File: src/pgftl_pkg.sv
// Shared types and constants of the page-mapped flash translation block.
// Used by the controller, the RAM wrapper users and the top level.
package pgftl_pkg;

    localparam int PHYSICAL_BLOCKS_DEF = 16;
    localparam int PAGES_PER_BLOCK_DEF = 8;
    localparam int LOGICAL_PAGES_DEF   = 96;

    // Fixed field widths of the stream payloads.
    localparam int OPCODE_W = 2;
    localparam int LPAGE_W  = 7;
    localparam int CMD_W    = 3;
    localparam int BLOCK_W  = 4;
    localparam int PAGE_W   = 3;
    localparam int IN_W     = 16;
    localparam int OUT_W    = 32;

    localparam logic [OPCODE_W-1:0] OP_READ   = 2'd0;
    localparam logic [OPCODE_W-1:0] OP_WRITE  = 2'd1;
    localparam logic [OPCODE_W-1:0] OP_FORMAT = 2'd2;

    typedef enum logic [CMD_W-1:0] {
        CMD_READ         = 3'd0,
        CMD_UNMAPPED     = 3'd1,
        CMD_PROGRAM      = 3'd2,
        CMD_COPY         = 3'd3,
        CMD_ERASE        = 3'd4,
        CMD_OUT_OF_SPACE = 3'd5,
        CMD_FORMAT_DONE  = 3'd6
    } cmd_t;

    localparam logic [1:0] ST_UNWRITTEN = 2'd0;
    localparam logic [1:0] ST_LIVE      = 2'd1;
    localparam logic [1:0] ST_STALE     = 2'd2;

    typedef enum logic [3:0] {
        S_IDLE, S_READ, S_FMT, S_OOS, S_WR_OLD, S_SCAN, S_DECIDE, S_CP_RD,
        S_CP_CHK, S_ALLOC, S_SRCH, S_CP_SRC, S_CP_DST, S_ERASE, S_PROG
    } state_t;

    typedef struct packed {
        cmd_t                command;
        logic [BLOCK_W-1:0]  target_block;
        logic [PAGE_W-1:0]   target_page;
        logic [BLOCK_W-1:0]  source_block;
        logic [PAGE_W-1:0]   source_page;
        logic [LPAGE_W-1:0]  mapped_page;
        logic                room_error;
        logic                last;
    } out_t;

endpackage

File: src/pgftl_ram.sv
// Generic single-port-write, single-port-read RAM with a registered read.
// No dependencies.
module pgftl_ram #(
    parameter int WIDTH = 8,
    parameter int DEPTH = 16
) (
    input  logic                     clk,
    input  logic                     we,
    input  logic [$clog2(DEPTH)-1:0] waddr,
    input  logic [WIDTH-1:0]         wdata,
    input  logic                     re,
    input  logic [$clog2(DEPTH)-1:0] raddr,
    output logic [WIDTH-1:0]         rdata
);

    logic [WIDTH-1:0] mem [DEPTH];

    always_ff @(posedge clk)
    begin
        if (we)
        begin
            mem[waddr] <= wdata;
        end
        if (re)
        begin
            rdata <= mem[raddr];
        end
    end

endmodule

File: src/pgftl_ctrl.sv
// Sequencer of the translation block: request decode, victim scan, copy,
// erase, page allocation and result register. Depends on pgftl_pkg.
module pgftl_ctrl #(
    parameter int PHYSICAL_BLOCKS = pgftl_pkg::PHYSICAL_BLOCKS_DEF,
    parameter int PAGES_PER_BLOCK = pgftl_pkg::PAGES_PER_BLOCK_DEF,
    parameter int LOGICAL_PAGES   = pgftl_pkg::LOGICAL_PAGES_DEF,
    localparam int BW = $clog2(PHYSICAL_BLOCKS),
    localparam int PW = $clog2(PAGES_PER_BLOCK),
    localparam int PA = BW + PW,
    localparam int PD = PHYSICAL_BLOCKS << PW,
    localparam int LW = $clog2(LOGICAL_PAGES),
    localparam int FW = $clog2(PHYSICAL_BLOCKS + 1)
) (
    input  logic                                clk,
    input  logic                                rst_n,
    input  logic                                in_valid,
    output logic                                in_ready,
    input  logic [pgftl_pkg::OPCODE_W-1:0]      in_opcode,
    input  logic [pgftl_pkg::LPAGE_W-1:0]       in_lpage,
    output logic                                out_valid,
    input  logic                                out_ready,
    output pgftl_pkg::out_t                     out_item,
    // Logical map RAM port.
    output logic                                lm_we,
    output logic [LW-1:0]                       lm_waddr,
    output logic [PA-1:0]                       lm_wdata,
    output logic                                lm_re,
    output logic [LW-1:0]                       lm_raddr,
    input  logic [PA-1:0]                       lm_rdata,
    // Physical map RAM port: {status, logical page}.
    output logic                                pm_we,
    output logic [PA-1:0]                       pm_waddr,
    output logic [LW+1:0]                       pm_wdata,
    output logic                                pm_re,
    output logic [PA-1:0]                       pm_raddr,
    input  logic [LW+1:0]                       pm_rdata,
    output logic [FW-1:0]                       free_count,
    output logic [PHYSICAL_BLOCKS-1:0]          free_mask
);

    pgftl_pkg::state_t state_reg, state_next;

    logic [LOGICAL_PAGES-1:0]    lvalid_reg, lvalid_next;
    logic [PD-1:0]               pvalid_reg, pvalid_next;
    logic [PHYSICAL_BLOCKS-1:0]  bfree_reg, bfree_next;
    logic [BW-1:0]               ab_reg, ab_next;
    logic [PW-1:0]               ap_reg, ap_next;
    logic                        started_reg, started_next;
    logic [FW-1:0]               free_reg, free_next;

    logic [pgftl_pkg::LPAGE_W-1:0] lp_reg, lp_next;
    logic                        room_reg, room_next;
    logic [BW-1:0]               scan_b_reg, scan_b_next, d_b_reg, d_b_next;
    logic [PW-1:0]               scan_p_reg, scan_p_next, d_p_reg, d_p_next;
    logic                        issued_reg, issued_next, d_valid_reg, d_valid_next;
    logic [PW:0]                 cnt_reg, cnt_next, most_reg, most_next;
    logic [BW-1:0]               victim_reg, victim_next;
    logic [PW-1:0]               cp_p_reg, cp_p_next;
    logic [LW-1:0]               cp_lp_reg, cp_lp_next;
    logic                        ret_copy_reg, ret_copy_next;
    logic                        alloc_ok_reg, alloc_ok_next;
    logic [BW-1:0]               srch_b_reg, srch_b_next;
    logic [BW-1:0]               srch_n_reg, srch_n_next;
    logic                        out_valid_reg, out_valid_next;
    pgftl_pkg::out_t             out_reg, out_next;

    logic          slot_free;
    logic          lp_in_range;
    logic [LW-1:0] lidx;
    logic [1:0]    pm_status;
    logic [LW-1:0] pm_lpage;
    logic [PA-1:0] cp_addr;
    logic          cp_live;
    logic          d_stale;
    logic [PW:0]   blk_cnt;
    logic [PW+1:0] need;
    logic          page_full;
    logic          last_issue;

    assign slot_free   = !out_valid_reg || out_ready;
    assign lp_in_range = 32'(lp_reg) < LOGICAL_PAGES;
    assign lidx        = LW'(lp_reg);
    assign pm_status   = pm_rdata[LW+1:LW];
    assign pm_lpage    = pm_rdata[LW-1:0];
    assign cp_addr     = {victim_reg, cp_p_reg};
    assign cp_live     = pvalid_reg[cp_addr] && (pm_status == pgftl_pkg::ST_LIVE);
    assign d_stale     = d_valid_reg && pvalid_reg[{d_b_reg, d_p_reg}]
                         && (pm_status == pgftl_pkg::ST_STALE);
    assign blk_cnt     = cnt_reg + (PW+1)'(d_stale);
    assign need        = (PW+2)'(ap_reg) + (PW+2)'(1)
                         + (PW+2)'(PAGES_PER_BLOCK) - (PW+2)'(most_reg);
    assign page_full   = 32'(ap_reg) + 1 >= PAGES_PER_BLOCK;
    assign last_issue  = (32'(scan_p_reg) == PAGES_PER_BLOCK - 1)
                         && (32'(scan_b_reg) == PHYSICAL_BLOCKS - 1);

    assign in_ready   = (state_reg == pgftl_pkg::S_IDLE);
    assign out_valid  = out_valid_reg;
    assign out_item   = out_reg;
    assign free_count = free_reg;
    assign free_mask  = bfree_reg;

    // Next state.
    always_comb
    begin
        state_next = state_reg;
        unique case (state_reg)
            pgftl_pkg::S_IDLE:
            begin
                if (in_valid)
                begin
                    case (in_opcode)
                        pgftl_pkg::OP_READ:   state_next = pgftl_pkg::S_READ;
                        pgftl_pkg::OP_FORMAT: state_next = pgftl_pkg::S_FMT;
                        pgftl_pkg::OP_WRITE:
                        begin
                            if (32'(in_lpage) < LOGICAL_PAGES)
                                state_next = pgftl_pkg::S_WR_OLD;
                            else
                                state_next = pgftl_pkg::S_OOS;
                        end
                        default: state_next = pgftl_pkg::S_IDLE;
                    endcase
                end
            end
            pgftl_pkg::S_READ, pgftl_pkg::S_FMT, pgftl_pkg::S_OOS, pgftl_pkg::S_PROG:
            begin
                if (slot_free)
                    state_next = pgftl_pkg::S_IDLE;
            end
            pgftl_pkg::S_WR_OLD:
            begin
                if (free_reg == '0)
                    state_next = pgftl_pkg::S_SCAN;
                else
                    state_next = pgftl_pkg::S_ALLOC;
            end
            pgftl_pkg::S_SCAN:
            begin
                if (issued_reg && !d_valid_reg)
                    state_next = pgftl_pkg::S_DECIDE;
            end
            pgftl_pkg::S_DECIDE:
            begin
                if (most_reg == '0 || 32'(need) < PAGES_PER_BLOCK)
                    state_next = pgftl_pkg::S_ALLOC;
                else
                    state_next = pgftl_pkg::S_CP_RD;
            end
            pgftl_pkg::S_CP_RD: state_next = pgftl_pkg::S_CP_CHK;
            pgftl_pkg::S_CP_CHK:
            begin
                if (cp_live)
                    state_next = pgftl_pkg::S_ALLOC;
                else if (32'(cp_p_reg) == PAGES_PER_BLOCK - 1)
                    state_next = pgftl_pkg::S_ERASE;
                else
                    state_next = pgftl_pkg::S_CP_RD;
            end
            pgftl_pkg::S_ALLOC:
            begin
                if (!started_reg || !page_full)
                    state_next = ret_copy_reg ? pgftl_pkg::S_CP_SRC : pgftl_pkg::S_PROG;
                else
                    state_next = pgftl_pkg::S_SRCH;
            end
            pgftl_pkg::S_SRCH:
            begin
                if (bfree_reg[srch_b_reg])
                    state_next = ret_copy_reg ? pgftl_pkg::S_CP_SRC : pgftl_pkg::S_PROG;
                else if (32'(srch_n_reg) == PHYSICAL_BLOCKS - 1)
                    // A copy with no room ends the collection; the write retries.
                    state_next = ret_copy_reg ? pgftl_pkg::S_ALLOC : pgftl_pkg::S_PROG;
            end
            pgftl_pkg::S_CP_SRC: state_next = pgftl_pkg::S_CP_DST;
            pgftl_pkg::S_CP_DST:
            begin
                if (slot_free)
                begin
                    if (32'(cp_p_reg) == PAGES_PER_BLOCK - 1)
                        state_next = pgftl_pkg::S_ERASE;
                    else
                        state_next = pgftl_pkg::S_CP_RD;
                end
            end
            pgftl_pkg::S_ERASE:
            begin
                if (slot_free)
                    state_next = pgftl_pkg::S_ALLOC;
            end
            default: state_next = pgftl_pkg::S_IDLE;
        endcase
    end

    // Datapath, RAM controls and results.
    always_comb
    begin
        lvalid_next    = lvalid_reg;
        pvalid_next    = pvalid_reg;
        bfree_next     = bfree_reg;
        ab_next        = ab_reg;
        ap_next        = ap_reg;
        started_next   = started_reg;
        free_next      = free_reg;
        lp_next        = lp_reg;
        room_next      = room_reg;
        scan_b_next    = scan_b_reg;
        scan_p_next    = scan_p_reg;
        d_b_next       = d_b_reg;
        d_p_next       = d_p_reg;
        issued_next    = issued_reg;
        d_valid_next   = 1'b0;
        cnt_next       = cnt_reg;
        most_next      = most_reg;
        victim_next    = victim_reg;
        cp_p_next      = cp_p_reg;
        cp_lp_next     = cp_lp_reg;
        ret_copy_next  = ret_copy_reg;
        alloc_ok_next  = alloc_ok_reg;
        srch_b_next    = srch_b_reg;
        srch_n_next    = srch_n_reg;
        out_valid_next = out_valid_reg && !out_ready;
        out_next       = out_reg;
        lm_we    = 1'b0;
        lm_waddr = lidx;
        lm_wdata = {ab_reg, ap_reg};
        lm_re    = 1'b0;
        lm_raddr = LW'(in_lpage);
        pm_we    = 1'b0;
        pm_waddr = {ab_reg, ap_reg};
        pm_wdata = {pgftl_pkg::ST_LIVE, lidx};
        pm_re    = 1'b0;
        pm_raddr = cp_addr;

        if (slot_free)
        begin
            out_next.command      = pgftl_pkg::CMD_OUT_OF_SPACE;
            out_next.target_block = '0;
            out_next.target_page  = '0;
            out_next.source_block = '0;
            out_next.source_page  = '0;
            out_next.mapped_page  = lp_reg;
            out_next.room_error   = room_reg;
            out_next.last         = 1'b1;
        end

        unique case (state_reg)
            pgftl_pkg::S_IDLE:
            begin
                lp_next       = in_lpage;
                room_next     = 1'b0;
                ret_copy_next = 1'b0;
                lm_re         = in_valid && (32'(in_lpage) < LOGICAL_PAGES);
            end
            pgftl_pkg::S_READ:
            begin
                if (slot_free)
                begin
                    out_valid_next = 1'b1;
                    if (lp_in_range && lvalid_reg[lidx])
                    begin
                        out_next.command      = pgftl_pkg::CMD_READ;
                        out_next.target_block = pgftl_pkg::BLOCK_W'(lm_rdata[PA-1:PW]);
                        out_next.target_page  = pgftl_pkg::PAGE_W'(lm_rdata[PW-1:0]);
                    end
                    else
                    begin
                        out_next.command = pgftl_pkg::CMD_UNMAPPED;
                    end
                end
            end
            pgftl_pkg::S_FMT:
            begin
                if (slot_free)
                begin
                    lvalid_next    = '0;
                    pvalid_next    = '0;
                    bfree_next     = '1;
                    ab_next        = '0;
                    ap_next        = '0;
                    started_next   = 1'b0;
                    free_next      = FW'(PHYSICAL_BLOCKS);
                    out_valid_next = 1'b1;
                    out_next.command     = pgftl_pkg::CMD_FORMAT_DONE;
                    out_next.mapped_page = '0;
                end
            end
            pgftl_pkg::S_OOS:
            begin
                if (slot_free)
                    out_valid_next = 1'b1;
            end
            pgftl_pkg::S_WR_OLD:
            begin
                if (lvalid_reg[lidx])
                begin
                    pm_we    = 1'b1;
                    pm_waddr = lm_rdata;
                    pm_wdata = {pgftl_pkg::ST_STALE, lidx};
                    pvalid_next[lm_rdata] = 1'b1;
                    lvalid_next[lidx]     = 1'b0;
                end
                scan_b_next = '0;
                scan_p_next = '0;
                issued_next = 1'b0;
                cnt_next    = '0;
                most_next   = '0;
                victim_next = '0;
            end
            pgftl_pkg::S_SCAN:
            begin
                if (!issued_reg)
                begin
                    pm_re        = 1'b1;
                    pm_raddr     = {scan_b_reg, scan_p_reg};
                    d_valid_next = 1'b1;
                    d_b_next     = scan_b_reg;
                    d_p_next     = scan_p_reg;
                    if (last_issue)
                    begin
                        issued_next = 1'b1;
                    end
                    else if (32'(scan_p_reg) == PAGES_PER_BLOCK - 1)
                    begin
                        scan_p_next = '0;
                        scan_b_next = scan_b_reg + BW'(1);
                    end
                    else
                    begin
                        scan_p_next = scan_p_reg + PW'(1);
                    end
                end
                if (d_valid_reg)
                begin
                    if (32'(d_p_reg) == PAGES_PER_BLOCK - 1)
                    begin
                        cnt_next = '0;
                        if (d_b_reg != ab_reg && blk_cnt > most_reg)
                        begin
                            most_next   = blk_cnt;
                            victim_next = d_b_reg;
                        end
                    end
                    else
                    begin
                        cnt_next = blk_cnt;
                    end
                end
            end
            pgftl_pkg::S_DECIDE:
            begin
                cp_p_next = '0;
                if (most_reg != '0 && 32'(need) > PAGES_PER_BLOCK)
                    room_next = 1'b1;
            end
            pgftl_pkg::S_CP_RD:
            begin
                pm_re = 1'b1;
            end
            pgftl_pkg::S_CP_CHK:
            begin
                cp_lp_next = pm_lpage;
                if (cp_live)
                    ret_copy_next = 1'b1;
                else
                    cp_p_next = cp_p_reg + PW'(1);
            end
            pgftl_pkg::S_ALLOC:
            begin
                srch_b_next = ab_reg;
                srch_n_next = '0;
                if (!started_reg)
                begin
                    started_next  = 1'b1;
                    ab_next       = '0;
                    ap_next       = '0;
                    bfree_next[0] = 1'b0;
                    if (free_reg != '0)
                        free_next = free_reg - FW'(1);
                    alloc_ok_next = 1'b1;
                end
                else if (!page_full)
                begin
                    ap_next       = ap_reg + PW'(1);
                    alloc_ok_next = 1'b1;
                end
            end
            pgftl_pkg::S_SRCH:
            begin
                if (bfree_reg[srch_b_reg])
                begin
                    ab_next                = srch_b_reg;
                    ap_next                = '0;
                    bfree_next[srch_b_reg] = 1'b0;
                    if (free_reg != '0)
                        free_next = free_reg - FW'(1);
                    alloc_ok_next = 1'b1;
                end
                else if (32'(srch_n_reg) == PHYSICAL_BLOCKS - 1)
                begin
                    alloc_ok_next = 1'b0;
                    ret_copy_next = 1'b0;
                end
                else
                begin
                    srch_n_next = srch_n_reg + BW'(1);
                    if (32'(srch_b_reg) == PHYSICAL_BLOCKS - 1)
                        srch_b_next = '0;
                    else
                        srch_b_next = srch_b_reg + BW'(1);
                end
            end
            pgftl_pkg::S_CP_SRC:
            begin
                pm_we    = 1'b1;
                pm_waddr = cp_addr;
                pm_wdata = {pgftl_pkg::ST_STALE, cp_lp_reg};
            end
            pgftl_pkg::S_CP_DST:
            begin
                if (slot_free)
                begin
                    pm_we    = 1'b1;
                    pm_wdata = {pgftl_pkg::ST_LIVE, cp_lp_reg};
                    pvalid_next[{ab_reg, ap_reg}] = 1'b1;
                    if (32'(cp_lp_reg) < LOGICAL_PAGES)
                    begin
                        lm_we    = 1'b1;
                        lm_waddr = cp_lp_reg;
                        lvalid_next[cp_lp_reg] = 1'b1;
                    end
                    ret_copy_next  = 1'b0;
                    cp_p_next      = cp_p_reg + PW'(1);
                    out_valid_next = 1'b1;
                    out_next.command      = pgftl_pkg::CMD_COPY;
                    out_next.target_block = pgftl_pkg::BLOCK_W'(ab_reg);
                    out_next.target_page  = pgftl_pkg::PAGE_W'(ap_reg);
                    out_next.source_block = pgftl_pkg::BLOCK_W'(victim_reg);
                    out_next.source_page  = pgftl_pkg::PAGE_W'(cp_p_reg);
                    out_next.mapped_page  = pgftl_pkg::LPAGE_W'(cp_lp_reg);
                    out_next.last         = 1'b0;
                end
            end
            pgftl_pkg::S_ERASE:
            begin
                if (slot_free)
                begin
                    for (int p = 0; p < PAGES_PER_BLOCK; p++)
                    begin
                        pvalid_next[{victim_reg, PW'(p)}] = 1'b0;
                    end
                    if (!bfree_reg[victim_reg])
                        free_next = free_reg + FW'(1);
                    bfree_next[victim_reg] = 1'b1;
                    ret_copy_next  = 1'b0;
                    out_valid_next = 1'b1;
                    out_next.command      = pgftl_pkg::CMD_ERASE;
                    out_next.target_block = pgftl_pkg::BLOCK_W'(victim_reg);
                    out_next.mapped_page  = '0;
                    out_next.last         = 1'b0;
                end
            end
            pgftl_pkg::S_PROG:
            begin
                if (slot_free)
                begin
                    out_valid_next = 1'b1;
                    if (alloc_ok_reg)
                    begin
                        lm_we = 1'b1;
                        pm_we = 1'b1;
                        lvalid_next[lidx] = 1'b1;
                        pvalid_next[{ab_reg, ap_reg}] = 1'b1;
                        out_next.command      = pgftl_pkg::CMD_PROGRAM;
                        out_next.target_block = pgftl_pkg::BLOCK_W'(ab_reg);
                        out_next.target_page  = pgftl_pkg::PAGE_W'(ap_reg);
                    end
                end
            end
            default:
            begin
                lm_re = 1'b0;
            end
        endcase
    end

    always_ff @(posedge clk or negedge rst_n)
    begin
        if (!rst_n)
        begin
            state_reg     <= pgftl_pkg::S_IDLE;
            lvalid_reg    <= '0;
            pvalid_reg    <= '0;
            bfree_reg     <= '1;
            ab_reg        <= '0;
            ap_reg        <= '0;
            started_reg   <= 1'b0;
            free_reg      <= FW'(PHYSICAL_BLOCKS);
            issued_reg    <= 1'b0;
            d_valid_reg   <= 1'b0;
            ret_copy_reg  <= 1'b0;
            alloc_ok_reg  <= 1'b0;
            out_valid_reg <= 1'b0;
        end
        else
        begin
            state_reg     <= state_next;
            lvalid_reg    <= lvalid_next;
            pvalid_reg    <= pvalid_next;
            bfree_reg     <= bfree_next;
            ab_reg        <= ab_next;
            ap_reg        <= ap_next;
            started_reg   <= started_next;
            free_reg      <= free_next;
            issued_reg    <= issued_next;
            d_valid_reg   <= d_valid_next;
            ret_copy_reg  <= ret_copy_next;
            alloc_ok_reg  <= alloc_ok_next;
            out_valid_reg <= out_valid_next;
        end
    end

    always_ff @(posedge clk)
    begin
        lp_reg     <= lp_next;
        room_reg   <= room_next;
        scan_b_reg <= scan_b_next;
        scan_p_reg <= scan_p_next;
        d_b_reg    <= d_b_next;
        d_p_reg    <= d_p_next;
        cnt_reg    <= cnt_next;
        most_reg   <= most_next;
        victim_reg <= victim_next;
        cp_p_reg   <= cp_p_next;
        cp_lp_reg  <= cp_lp_next;
        srch_b_reg <= srch_b_next;
        srch_n_reg <= srch_n_next;
        out_reg    <= out_next;
    end

endmodule

File: src/page_map_ftl_greedy_gc_top.sv
// Page-mapped translation block with greedy garbage collection.
// Read, format and out-of-range write are each answered from a single result state.
// Write: the old page is marked stale, then a page is allocated and programmed; a victim
// scan over every physical page (PHYSICAL_BLOCKS*PAGES_PER_BLOCK) runs when no erased
// block is left, then, if a victim is collected, a check of each victim page, a copy of each
// live one, the erase and, when the active block is full, a search over up to PHYSICAL_BLOCKS blocks.
// Reset (rst_n low, asynchronous) leaves every map empty; no clearing pass.
module page_map_ftl_greedy_gc_top #(
    parameter int PHYSICAL_BLOCKS = pgftl_pkg::PHYSICAL_BLOCKS_DEF,
    parameter int PAGES_PER_BLOCK = pgftl_pkg::PAGES_PER_BLOCK_DEF,
    parameter int LOGICAL_PAGES   = pgftl_pkg::LOGICAL_PAGES_DEF
) (
    input  logic                        clk,
    input  logic                        rst_n,
    input  logic                        s_axis_tvalid,
    output logic                        s_axis_tready,
    // opcode[1:0], logical_page[8:2], zero fill
    input  logic [pgftl_pkg::IN_W-1:0]  s_axis_tdata,
    output logic                        m_axis_tvalid,
    input  logic                        m_axis_tready,
    // command[2:0], target_block[6:3], target_page[9:7], source_block[13:10],
    // source_page[16:14], mapped_page[23:17], room_error[24], zero fill
    output logic [pgftl_pkg::OUT_W-1:0] m_axis_tdata,
    output logic                        m_axis_tlast
);

    localparam int BW = $clog2(PHYSICAL_BLOCKS);
    localparam int PW = $clog2(PAGES_PER_BLOCK);
    localparam int PA = BW + PW;
    localparam int PD = PHYSICAL_BLOCKS << PW;
    localparam int LW = $clog2(LOGICAL_PAGES);
    localparam int FW = $clog2(PHYSICAL_BLOCKS + 1);

    pgftl_pkg::out_t out_item;
    logic            lm_we, lm_re, pm_we, pm_re;
    logic [LW-1:0]   lm_waddr, lm_raddr;
    logic [PA-1:0]   lm_wdata, lm_rdata;
    logic [PA-1:0]   pm_waddr, pm_raddr;
    logic [LW+1:0]   pm_wdata, pm_rdata;
    logic [FW-1:0]   free_count;
    logic [PHYSICAL_BLOCKS-1:0] free_mask;

    pgftl_ram #(.WIDTH(PA), .DEPTH(LOGICAL_PAGES)) u_lmap (
        .clk(clk), .we(lm_we), .waddr(lm_waddr), .wdata(lm_wdata),
        .re(lm_re), .raddr(lm_raddr), .rdata(lm_rdata)
    );

    pgftl_ram #(.WIDTH(LW + 2), .DEPTH(PD)) u_pmap (
        .clk(clk), .we(pm_we), .waddr(pm_waddr), .wdata(pm_wdata),
        .re(pm_re), .raddr(pm_raddr), .rdata(pm_rdata)
    );

    pgftl_ctrl #(
        .PHYSICAL_BLOCKS(PHYSICAL_BLOCKS),
        .PAGES_PER_BLOCK(PAGES_PER_BLOCK),
        .LOGICAL_PAGES(LOGICAL_PAGES)
    ) u_ctrl (
        .clk(clk), .rst_n(rst_n),
        .in_valid(s_axis_tvalid), .in_ready(s_axis_tready),
        .in_opcode(s_axis_tdata[1:0]), .in_lpage(s_axis_tdata[8:2]),
        .out_valid(m_axis_tvalid), .out_ready(m_axis_tready), .out_item(out_item),
        .lm_we(lm_we), .lm_waddr(lm_waddr), .lm_wdata(lm_wdata),
        .lm_re(lm_re), .lm_raddr(lm_raddr), .lm_rdata(lm_rdata),
        .pm_we(pm_we), .pm_waddr(pm_waddr), .pm_wdata(pm_wdata),
        .pm_re(pm_re), .pm_raddr(pm_raddr), .pm_rdata(pm_rdata),
        .free_count(free_count), .free_mask(free_mask)
    );

    assign m_axis_tdata = {7'd0, out_item.room_error, out_item.mapped_page,
                           out_item.source_page, out_item.source_block,
                           out_item.target_page, out_item.target_block,
                           out_item.command};
    assign m_axis_tlast = out_item.last;

    // The erased-block count always matches the free flags.
    a_free_count: assert property (@(posedge clk) disable iff (!rst_n)
        32'(free_count) == $countones(free_mask))
        else $error("free block count disagrees with free flags");

    a_free_max: assert property (@(posedge clk) disable iff (!rst_n)
        32'(free_count) <= PHYSICAL_BLOCKS)
        else $error("free block count out of range");

    // An accepted write takes the block out of the idle state and so drops its ready.
    a_write_busy: assert property (@(posedge clk) disable iff (!rst_n)
        s_axis_tvalid && s_axis_tready && s_axis_tdata[1:0] == pgftl_pkg::OP_WRITE
        |=> !s_axis_tready)
        else $error("write accepted without entering the sequencer");

    a_read_no_room: assert property (@(posedge clk) disable iff (!rst_n)
        m_axis_tvalid && (out_item.command == pgftl_pkg::CMD_READ
                          || out_item.command == pgftl_pkg::CMD_UNMAPPED
                          || out_item.command == pgftl_pkg::CMD_FORMAT_DONE)
        |-> !out_item.room_error && out_item.last)
        else $error("read or format result carries collection status");

endmodule
File: config.mk
export PLATFORM = sky130hd
export DESIGN_NAME = page_map_ftl_greedy_gc_top
export DESIGN_NICKNAME = d
export VERILOG_FILES = /design/src/pgftl_pkg.sv /design/src/pgftl_ram.sv /design/src/pgftl_ctrl.sv /design/src/page_map_ftl_greedy_gc_top.sv
export SDC_FILE = /design/constraint.sdc
export NUM_CORES = 2
export LEC_CHECK = 0
export BUFFER_PORTS_ARGS = -buffer_cell sky130_fd_sc_hd__buf_2
export CAP_MARGIN = 10
export CORE_MARGIN = 3
export CORE_UTILIZATION = 55
export DETAILED_ROUTE_END_ITERATION = 10
export MAX_ROUTING_LAYER = met4
export PLACE_DENSITY = 0.77
export SLEW_MARGIN = 20
export SYNTH_ARGS = -nofsm -noshare
export SYNTH_HDL_FRONTEND = slang
export SYNTH_HIERARCHICAL = 1
export SYNTH_SLANG_ARGS = --single-unit
export TNS_END_PERCENT = 20
File: constraint.sdc
create_clock -name clk -period 10 [get_ports clk]
set_input_delay 3 -clock clk [delete_from_list [all_inputs] [get_ports clk]]
set_output_delay 3 -clock clk [all_outputs]
set_load 0.005 [all_outputs]
**After elaboration in Yosys (flattened, before gate mapping)**

Memory sizes are Yosys's and may differ from the RTL's. A register that Yosys moved wholly into a read port is not among the register bits.
Cells that the tools add are included.

- Add/subtract/negate cells: 13
- Order comparisons: 37
- Equal/unequal tests: 53
- Muxes and demuxes: 179
- Bitwise gates (word level): 26
- Reductions and logical operators: 72

Operators with widths:

| operator | number |
|---|---|
| bitwise AND 128 bit | 8 |
| two-way mux 128 bit | 6 |
| one-hot mux 128 bit (5 select lines) | 1 |
| two-way mux 96 bit | 6 |
| one-hot mux 96 bit (4 select lines) | 1 |
| bitwise OR 128 bit | 2 |
| bitwise OR 96 bit | 2 |
| NOT 121 -> 128 bit | 1 |
| NOT 122 -> 128 bit | 1 |
| NOT 123 -> 128 bit | 1 |
| NOT 124 -> 128 bit | 1 |
| NOT 125 -> 128 bit | 1 |
| NOT 126 -> 128 bit | 1 |
| NOT 127 -> 128 bit | 1 |
| NOT 128 bit | 1 |
| two-way mux 4 bit | 30 |
| less-than comparator 7 x 8 -> 1 bit (second input constant) | 14 |
| bitwise AND 96 bit | 1 |
| NOT 96 bit | 1 |
| >= comparator 7 x 1 -> 1 bit (second input constant) | 12 |
| two-way mux 7 bit | 11 |
| two-way mux 1 bit | 48 |
| two-way mux 16 bit | 3 |
| one-hot mux 4 bit (12 select lines) | 1 |
| other kinds (72) | 225 |

- Register bits after elaboration: 340
- RAM bits: 1,824
- Input port bits: 20
- Output and inout bits: 35
- Word-level logic and storage cells: 417
- Memories kept: 2

Memory list:

| name | depth | width | rd ports | clocked after Yosys merged registers in | write ports | RTL line | text |
|---|---|---|---|---|---|---|---|
| u_pmap.mem | 128 | 9 | 1 | 1 | 1 | pgftl_ram.sv:16 | `logic [WIDTH-1:0] mem [DEPTH];` |
| u_lmap.mem | 96 | 7 | 1 | 1 | 1 | pgftl_ram.sv:16 |  |

**Depth between registers and ports, before layout**

- Word-level depth: 15
- Mapped depth: 17
- Gate-level depth less buffers: 15

**Modules after synthesis**

Netlist, hierarchy kept.

By module, submodules not included:

| module | instances | cells each | area each (um^2) | seq. area each (um^2) |
|---|---|---|---|---|
| pgftl_ram (u_pmap) | 1 | 1,816 | 44,619.0 | 34,863.4 |
| pgftl_ram (u_lmap) | 1 | 1,231 | 26,372.8 | 20,389.6 |
| pgftl_ctrl | 1 | 2,583 | 22,804.4 | 8,749.6 |
| page_map_ftl_greedy_gc_top | 1 | 8 | 56.3 | 0.0 |

**Least setup slack after synthesis**

OpenSTA, ideal clock, no wires.

- Path kind: register -> register
- Start: register u_ctrl.lp_reg (netlist bit u_ctrl/lidx[0])
- End: memory u_pmap/mem[0][7] (netlist name) (data pin)
- Setup time: 0.644 ns
- Arrival time: 6.250 ns
- Data required time: 9.356 ns
- Slack: 3.105 ns
- Stages on the path, launching flop included: 13
- Buffers on the path: 5
- Period minus slack after synthesis: 6.895 ns
- Cells stage by stage: edfxtp_1 -> buf_4 -> buf_2 -> buf_2 -> nor3b_1 -> nand2_1 -> a31oi_1 -> a211oi_1 -> o21a_1 -> buf_2 -> buf_2 -> a21oi_2 -> inv_1

- Word-level cells in the longest chain between the ends: 4

Ends and longest elaborated chain:

| item | RTL line | text |
|---|---|---|
| from (decl) | pgftl_ctrl.sv:51 | `logic [pgftl_pkg::LPAGE_W-1:0] lp_reg, lp_next;` |
| from (signal assigned) | pgftl_ctrl.sv:524 | `lp_reg <= lp_next;` |
| binary-select mux 1 bit (select 7 bit) | pgftl_ctrl.sv:294 | `if (lvalid_reg[lidx])` |
| two-way mux 1 bit (not written as such) | pgftl_ctrl.sv:294 |  |
| two-way mux 9 bit | pgftl_ctrl.sv:294 |  |
| one-hot mux 9 bit (3 select lines) | pgftl_ctrl.sv:246 | `unique case (state_reg)` |
| via pm_wdata[7] | page_map_ftl_greedy_gc_top.sv:39 | `logic [LW+1:0] pm_wdata, pm_rdata;` |
| to (decl) | pgftl_ram.sv:16 |  |

The timed path passes the listed nets, and every way through them passes these cells. The select of a mux whose other input is x is not followed.

**Worst setup path after layout**

- Start: input port m_axis_tready
- End: memory u_pmap/mem[110][1] (netlist name), enable pin

- Word-level cells in the longest chain between the ends: 5
- Elaborated cells on any way between the ends: 6

Ends and longest elaborated chain:

| item | RTL line | text |
|---|---|---|
| from (decl) | page_map_ftl_greedy_gc_top.sv:20 | `input logic m_axis_tready,` |
| logical OR 1 bit (*) | pgftl_ctrl.sv:80 | `assign slot_free = !out_valid_reg \|\| out_ready;` |
| two-way mux 1 bit, on equally long branches | pgftl_ctrl.sv:464, pgftl_ctrl.sv:420 |  |
| one-hot mux 1 bit (4 select lines) (*) | pgftl_ctrl.sv:246 |  |
| via pm_we | page_map_ftl_greedy_gc_top.sv:35 | `logic lm_we, lm_re, pm_we, pm_re;` |
| two-way mux 1 bit (*) | pgftl_ram.sv:20 | `if (we)` |
| two-way mux 1 bit (not written as such) (*) | pgftl_ram.sv:22 | `mem[waddr] <= wdata;` |

Mark *: on every way through the listed nets, which the timed path passes. The rest lies on a longest branch.

==> flow_metrics.env <==
export IMPL_yosysSeqAreaShare=0.6819
export IMPL_ys_top_cells_by_area="edfxtp_1 61%, mux4_2 15%, dfrtp_1 6.5%"
export IMPL_end_kind="flip-flop"
export IMPL_cts_buffers=207
export IMPL_crit_chain="buf_2 > nor2b_4 > buf_4 > inv_1 > buf_4 > or3_1 > o21ai_1 > o211ai_1 > buf_6 > nor2b_1 > nand3_2 > nor2_1"
export IMPL_vias=56470
export IMPL_max_vdd_ir_drop_uv=263.5
export IMPL_drtIter0Drc=8870
export IMPL_holdCritStartpoint="u_pmap/rdata[2]"
export IMPL_h_tree_depth=4
export IMPL_grt_pass1_wl_um=376000
export IMPL_crit_start="m_axis_tready"
export IMPL_grt_use_total=0.2990
export IMPL_first_global_vias=55560
export IMPL_design_core_area_um2=168300
export IMPL_ys_seq_elements=2180
export IMPL_layout_common_cells="1901 x edfxtp_1, 631 x mux4_2, 511 x nor2_1"
export IMPL_critical_path_class="input pin to flip-flop"
export IMPL_p_leak_nw=33.43
export IMPL_syn_area_per_cell_um2=16.65
export IMPL_ctsRootBufferMaster="clkbuf_16"
export IMPL_maxSlewViolCount=0
export IMPL_worstSkewPairLatency_ps=880
export IMPL_ys_flop_type="edfxtp_1"
export IMPL_endpoint="u_pmap/mem[110][1]"
export IMPL_arrival_ps=7550
export IMPL_portBuffers=40
export IMPL_yosysWarnings=6
export IMPL_finalNetCount=5670
export IMPL_fin_setup_tns_ps=0
export IMPL_synthCells=5638
export IMPL_hold_path_class="flip-flop to flip-flop"
export IMPL_placed_area_um2=96340
export IMPL_slowest_delay_ps=1020
export IMPL_worst_pin_slew_ps=1275
export IMPL_remaining_drc_errors=0
export IMPL_area_delta_synth_final_pct=10.38
export IMPL_cp_data_required_time_ps=10470
export IMPL_ant_nets=0
export IMPL_fp_dieW_um=419.1
export IMPL_worst_path_max_fanout=29
export IMPL_yosysTopAreaCell="edfxtp_1"
export IMPL_clk_pin_slew_worst_paths_ps=60
export IMPL_cts_hold_buffers=0
export IMPL_design_area_um2=103600
export IMPL_cts_buffer_depth=3
export IMPL_cts_resized=0
export IMPL_fin_util=0.6154
export IMPL_io_pin_count=55
export IMPL_fin_crit_ps=7088
export IMPL_status="complete, no violations"
export IMPL_fmax_mhz=141.1
export IMPL_vias_per_cell=7.048
export IMPL_dp_cells=7611
export IMPL_synth_cell_type_count=79
export IMPL_crit_path_frequent_cell="buf_4"
export IMPL_cts_tree="done"
export IMPL_layout_commonest_cell="edfxtp_1"
export IMPL_clock_skew_final_ps=75.60
export IMPL_r2r_start="u_ctrl/lidx[1]"
export IMPL_synthArstFlopShare=0.1202
export IMPL_r2r_slack_ps=3010
export IMPL_synth_edf_count=1901
export IMPL_gp_congestion=0.9763
export IMPL_wl_per_cell_um=31.65
export IMPL_fin_crit_sh=0.7088
export IMPL_die_h_um=419.1
export IMPL_grt_setup_unrepaired="no"
export IMPL_r2r_end="u_pmap/mem[110][1]"
export IMPL_grt_start_max_net_pins=133
export IMPL_cp_start_kind="input pin"
export IMPL_dieArea_um2=175600
export IMPL_grt_overflow_total=0
export IMPL_layout_drive_gt1_share=0.2128
export IMPL_crit_slowest_cell="nor2_1"
export IMPL_setup_violations=0
export IMPL_dp_hpwl_um=144100
export IMPL_antenna_found_initial=9
export IMPL_yosysTopAreaCellShare=0.6082
export IMPL_maxCapViolations=0
export IMPL_dr_pass1_iters=9
export IMPL_wirelength_um=253600
export IMPL_slew_limit_headroom=0.1494
export IMPL_synth_area_um2=93850
export IMPL_power_density_nw_per_um2=240.9
export IMPL_fin_cells=8012
export IMPL_reg2regPathDepth=13
export IMPL_initial_core_util=0.5575
export IMPL_largest_register_ffs=1152
export IMPL_rows=150
export IMPL_postCtsSetupRepairBufs=0
export IMPL_hold_violations=0
export IMPL_clock_sinks=2180
[per-stage QoR]
stage               worst slack (ps)  hold WS (ps)  total power, W
floorplan                       3105         400.3         0.01486
global placement                1805         405.0         0.01674
detailed placement              2093         404.5         0.01691
CTS                             2858         419.0         0.02490
global route                    2915         430.6         0.02567
finish                          2912         419.7         0.02496
[worst min path at each step]
stage | end | cells past startpoint
detailed placement | u_ctrl/cp_lp_reg[2] | 0
global placement | u_ctrl/cp_lp_reg[5] | 0
CTS | u_ctrl/cp_lp_reg[2] | 0
floorplan | u_ctrl/cp_lp_reg[0] | 0
global route | u_ctrl/cp_lp_reg[5] | 0
finish | u_ctrl/cp_lp_reg[2] | 0
[cell families (layout without fill, tap and decap cells)]
group,Yosys count,count (layout),synth area share
DFF,2180,2180,0.6819
and+or+nand+nor,1170,1170,0.05569
other,1,15,0.00003996
buffers and inverters,438,594,0.02053
xor gates and xnor gates,15,15,0.001400
adders and majority gates,28,28,0.003893
AOI/OAI and AO/OA,1058,1058,0.07218
muxes,748,748,0.1643
[layout make-up]
type,instances,area [um^2]
flip-flops and latches,2180,64030
well taps,2204,2758
clock buffers,256,5497
inverters,41,156.4
fillers,11440,64750
clock inverters,131,1499
multi-input cells,3026,28310
repair buffers,166,1335
diodes,8,20.02
[power breakdown]
part	total [W]	switching, W	internal (W)
Combinational	0.00584	0.00391	0.00193
Clock	0.00800	0.00353	0.00447
Sequential	0.0111	0.000268	0.0109
[routing by layer]
metal,wire length [um],part of all wire,GRT usage,up-vias
met3,29020,0.11,0.06449,867
met5,0,0,-,-
met2,121500,0.48,0.4605,4219
li1,-,-,-,22680
met4,13080,0.052,0.1204,0
met1,90000,0.35,0.3932,28710
[synth_stat cells, types with 45 or more instances]
cell      number
buf_2         67
mux4_2       631
nand2_1      248
a22oi_1      147
dfrtp_1      245
a221oi_1      77
nor3_1       146
o21ai_0      205
buf_4         45
edfxtp_1    1901
nor2_1       520
a21oi_1      326
o21a_1        68
mux2i_1       85
clkbuf_1     245
nand3_1       57
[worst max-delay path: cells and delay by family]
kind                   cells  cell delay, ps
AND/OR/NAND/NOR            5            2660
AO/OA/AOI/OAI              2             920
buffers and inverters      5             940
Power figures use the tool's default switching activity.
